===== config.mk =====
export PLATFORM = sky130hd
export DESIGN_NAME = rns_ram
export DESIGN_NICKNAME = d
export VERILOG_FILES = /design/src/hw/rtl/rational_number_sorter_defines.svh /design/src/hw/rtl/rns_ram.sv
export SDC_FILE = /design/constraint.sdc
export NUM_CORES = 2
export LEC_CHECK = 0
export BUFFER_PORTS_ARGS = -buffer_cell sky130_fd_sc_hd__buf_2
export CAP_MARGIN = 20
export CORE_ASPECT_RATIO = 1.75
export CORE_MARGIN = 10
export CORE_UTILIZATION = 35
export CTS_CLUSTER_DIAMETER = 60
export DETAILED_ROUTE_END_ITERATION = 6
export GPL_ROUTABILITY_DRIVEN = 0
export PLACE_DENSITY = 0.46
export REMOVE_ABC_BUFFERS = 1
export SLEW_MARGIN = 40
export SYNTH_ARGS = -nofsm -noshare
export SYNTH_HDL_FRONTEND = slang
export SYNTH_SLANG_ARGS = --single-unit

===== constraint.sdc =====
create_clock -name clk -period 14.7 [get_ports clk]
set_clock_uncertainty 0.05 [all_clocks]
set_input_delay 0.735 -clock clk [delete_from_list [all_inputs] [get_ports clk]]
set_output_delay 0.735 -clock clk [all_outputs]
set_load 0.02 [all_outputs]

===== src/hw/rtl/rational_number_sorter_defines.svh =====
// Assertion macros for the rational number sorter RTL.
// Assertions are compiled only when SYNTHESIS is not defined.
// Uses the enclosing module's clk and rst.
`ifndef RATIONAL_NUMBER_SORTER_DEFINES_SVH
`define RATIONAL_NUMBER_SORTER_DEFINES_SVH

`ifndef SYNTHESIS

// Property must hold at every clock edge outside reset.
`define RNS_ASSERT(lbl, prop) \
  lbl: assert property (@(posedge clk) disable iff (rst) prop) \
    else $error("rational_number_sorter: assertion failed");

// Expression must never be true outside reset.
`define RNS_NEVER(lbl, expr) \
  lbl: assert property (@(posedge clk) disable iff (rst) !(expr)) \
    else $error("rational_number_sorter: forbidden condition");

`else

`define RNS_ASSERT(lbl, prop)
`define RNS_NEVER(lbl, expr)

`endif

`endif


===== src/hw/rtl/rns_ram.sv =====
// Generic single-write, single-read synchronous RAM with registered read.
// No dependencies.
`timescale 1ns / 1ps

module rns_ram #(
  parameter int WIDTH = 64,
  parameter int DEPTH = 64
) (
  input  logic                     clk,
  input  logic                     wr_en,
  input  logic [$clog2(DEPTH)-1:0] wr_addr,
  input  logic [WIDTH-1:0]         wr_data,
  input  logic                     rd_en,
  input  logic [$clog2(DEPTH)-1:0] rd_addr,
  output logic [WIDTH-1:0]         rd_data
);

  logic [WIDTH-1:0] mem [DEPTH];

  always_ff @(posedge clk) begin
    if (wr_en) begin
      mem[wr_addr] <= wr_data;
    end
    if (rd_en) begin
      rd_data <= mem[rd_addr];
    end
  end

endmodule


# After elaboration in Yosys (flattened, before gate mapping)

Memory sizes are Yosys's and may differ from the RTL's. A register that Yosys moved wholly into a read port is not among the register bits.
Index checks and enable logic that the tools add are counted.

Mux-type cells: 2

Operator list:

| cell    | count |
|---|---|
| $mux W1 | 2 |

Bits in registers: 0
Bits in writable memories: 4096
Input bits: 79
Memories kept: 1

Memory list:

| memory | depth | bits a word | rd ports | clocked after Yosys merged registers in | wr ports | line          | source |
|---|---|---|---|---|---|---|---|
| mem    | 64    | 64          | 1        | 1                                       | 1        | rns_ram.sv:18 | `logic [WIDTH-1:0] mem [DEPTH];` |

# Longest topological paths before layout

Depth in word-level cells: 2
Depth in mapped cells: 9

# Worst setup path before layout

OpenSTA, ideal clock, no wires.

Path type: input -> register
Start point: input port wr_addr[3]
End point: memory mem[48][0], enable pin
Data arrival time: 5.607 ns
Slack: 8.479 ns
Cell stages on the path: 4
Path buffers: 1
Path through: clkbuf_1 nor2b_1 nand4b_1 nor3_1

RTL lines:

| item               | line          | source |
|---|---|---|
| start: declaration | rns_ram.sv:11 | `input logic [$clog2(DEPTH)-1:0] wr_addr,` |
| end: declaration   | rns_ram.sv:18 |  |

No word-level cell before the write port.

==> results.toml <==
[outcome]
status = "complete, no violations"

[final_layout]
nFillCells = 39300
layout-drive-gt1-share = 0.284
final_nets = 7098
stdcell_count = 13200
area_growth_pct = 14.3

[pwr]
p_leak_nw = 54.9
p_per_area_mw_per_mm2 = 136
vdd_ir_drop_max_mv = 0.0891

[synthesis]
ys_warn_count = 0
synth-main-ff-cell = "edfxtp_1"
synth-edff-count = 4160
netlist_instances = 6598
synth_largest_area_cell = "edfxtp_1"
synth_area_mm2 = 0.157
synthTopCellsByCount = "edfxtp_1, mux4_2, buf_2"
async_flop_share = 0
ys_top_cells_by_area = "edfxtp_1, mux4_2, mux2i_1"
ys_types = 32
syn-mean-instance-area_um2 = 23.8
synth_seq_cells = 4160
yosysMostFrequentCell = "edfxtp_1"
yosysSeqAreaShare = 0.796
netlist.area_leader.share = 0.796

[global_route]
grt_pass1_wl_mm = 686
antenna_found_initial = 45
gr-total-overflow = 0
grt_pass1_vias = 79100
grt_max_degree = 114
grtUsageTotal = 0.206

[critical_path]
cp.arrival_ns = 5.02
crit_path_frequent_cell = "buf_4"
cp_cell_sequence = "buf_8 -> buf_4 -> buf_12 -> buf_16 -> buf_4 -> mux4_2 -> or2_2 -> a41oi_1 -> a211oi_1"
cpPeakStageDelay_ns = 0.65
cp-end-kind = "flop"
critPathLaunchType = "input pin"
crit_required_ns = 15.31
critPathMaxFanout = 59
critPathKind = "input pin to flop"
cp_slowest_cell = "buf_4"

[clock_tree]
cts_buffer_depth = 4
cts-hold-fix-buffers = 0
post_cts_resized = 0
insertion_delay_ns = 0.98
cts_tree = "done"
cts-root-buf = "clkbuf_16"
cts_setup_buffers = 0
cts_num_sinks = 4160
cts.clk_slew.worst_paths_ns = 0.07
cts_buffers = 384
htreeDepth = 5

[drt]
drc = 0
drt_iter0_drc = 7863
route.antenna.remaining_nets = 0
wl_per_cell_um = 38.1
wl_mm = 503
vias_per_cell = 5.70
drt-pass1-iter-count = 5
vias = 75400

[timing]
finalSetupViolations = 0
worst_slew_pin_slew_ns = 0.925
fin_crit_ns = 4.40
hold_viol = 0
finalMaxSlewViolations = 0
fin_ws_ns = 10.30
fmax_ghz = 0.227
fin_crit_sh = 0.299
rsz0062_at_grt = "no"
totalNegativeSetupSlack_ns = 0
slew_headroom = 0.383

[floorplan]
start_util = 0.351
core-area_mm2 = 0.447
std_cell_rows = 325
dieArea_mm2 = 0.477
io_pins = 143
die_w_um = 526
die_h_um = 906

[flow_run]
maxCapViolCount = 0

[placement]
port_buffers = 142
dp_slack_ns = 9.27
dpl.hpwl_mm = 261
dpl.cell_count = 12500

[hold_path]
holdCritPathClass = "input pin to flop"
-- path summary, 6_finish.rpt --
kind	from	to	slack [ns]	cells after the start
max	rd_addr[1]	rd_data[13]	10.30	9
min	wr_data[2]	mem[53][2]	0.23	1
max reg2reg	mem[10][12]	rd_data[12]	12.45	5
min reg2reg	mem[48][63]	rd_data[63]	0.88	4
-- routing by layer --
| metal | share of wire | global-route usage |
|---|---|---|
| met1 | 0.38 | 0.259 |
| met2 | 0.53 | 0.377 |
| met3 | 0.051 | 0.0243 |
| met4 | 0.030 | 0.0560 |
| met5 | 0.00017 | 0 |
-- kinds of logic (layout without fill, tap and decap cells) --
logic type             Yosys count  in the layout  synth area share
other                            0             11                 0
AOI/OAI and AO/OA              504            504            0.0247
buffers and inverters          389           1117            0.0118
DFF                           4160           4160             0.796
muxes                         1159           1159             0.156
and+or+nand+nor                386            386            0.0123
-- state kept, by name (all words and copies together) (netlist names) --
name / cells
rd_data: 64
mem: 4096
-- cell usage in the layout (no fill, tap or decap), types with 54 or more instances in the layout --
cell type  Yosys  routed
buf_4         34     197
clkbuf_1     140      69
a22o_1        88      88
clkbuf_16      0     393
and3_1        64      64
a22oi_1      168     168
buf_6          6      67
o22ai_1       83      83
clkinv_1       0      85
edfxtp_1    4160    4160
mux4_2      1024    1024
a211oi_1      63      62
buf_2        170      77
nor2_4         0      65
mux2i_1      135     135
clkinv_2       0      62
nand2_1       58      54
-- through the flow --
| stage | cell area (um^2) | power, mW | hold WS (ns) | util |
|---|---|---|---|---|
| global placement | 166000 | 14.6 | 0.881 | 0.371 |
| finish | 179000 | 24.4 | 0.234 | 0.401 |
| detailed placement | 167000 | 14.6 | 0.886 | 0.373 |
| floorplan | 155000 | 13.9 | 0.784 | - |
| global route | 179000 | 25.1 | 0.222 | 0.401 |
| CTS | 179000 | 24.6 | 0.152 | 0.401 |
-- worst max-delay path, delay by kind of cell --
family,cells,cell delay (ns)
AOI/OAI and AO/OA,2,0.67
buffers and inverters,5,2.32
muxes,1,0.58
and+or+nand+nor,1,0.28
-- power breakdown --
group          leakage [nW]  internal (mW)  switching [mW]
sequential             37.5           13.2          0.0356
combinational          11.5          0.412           0.741
clock                  5.94           5.54            4.49
-- cell type report --
class,instances,area [um^2],share of cell area
sequential,4160,125000,0.696
multi-input combinational,2049,30800,0.172
clock inverter,231,2180,0.0122
clock buffer,462,10100,0.0563
tap,5886,7360,0.0410
antenna,11,27.5,0.000153
inverter,19,71.3,0.000398
timing repair buffer,405,3930,0.0219
(Power assumes the default switching activity.)
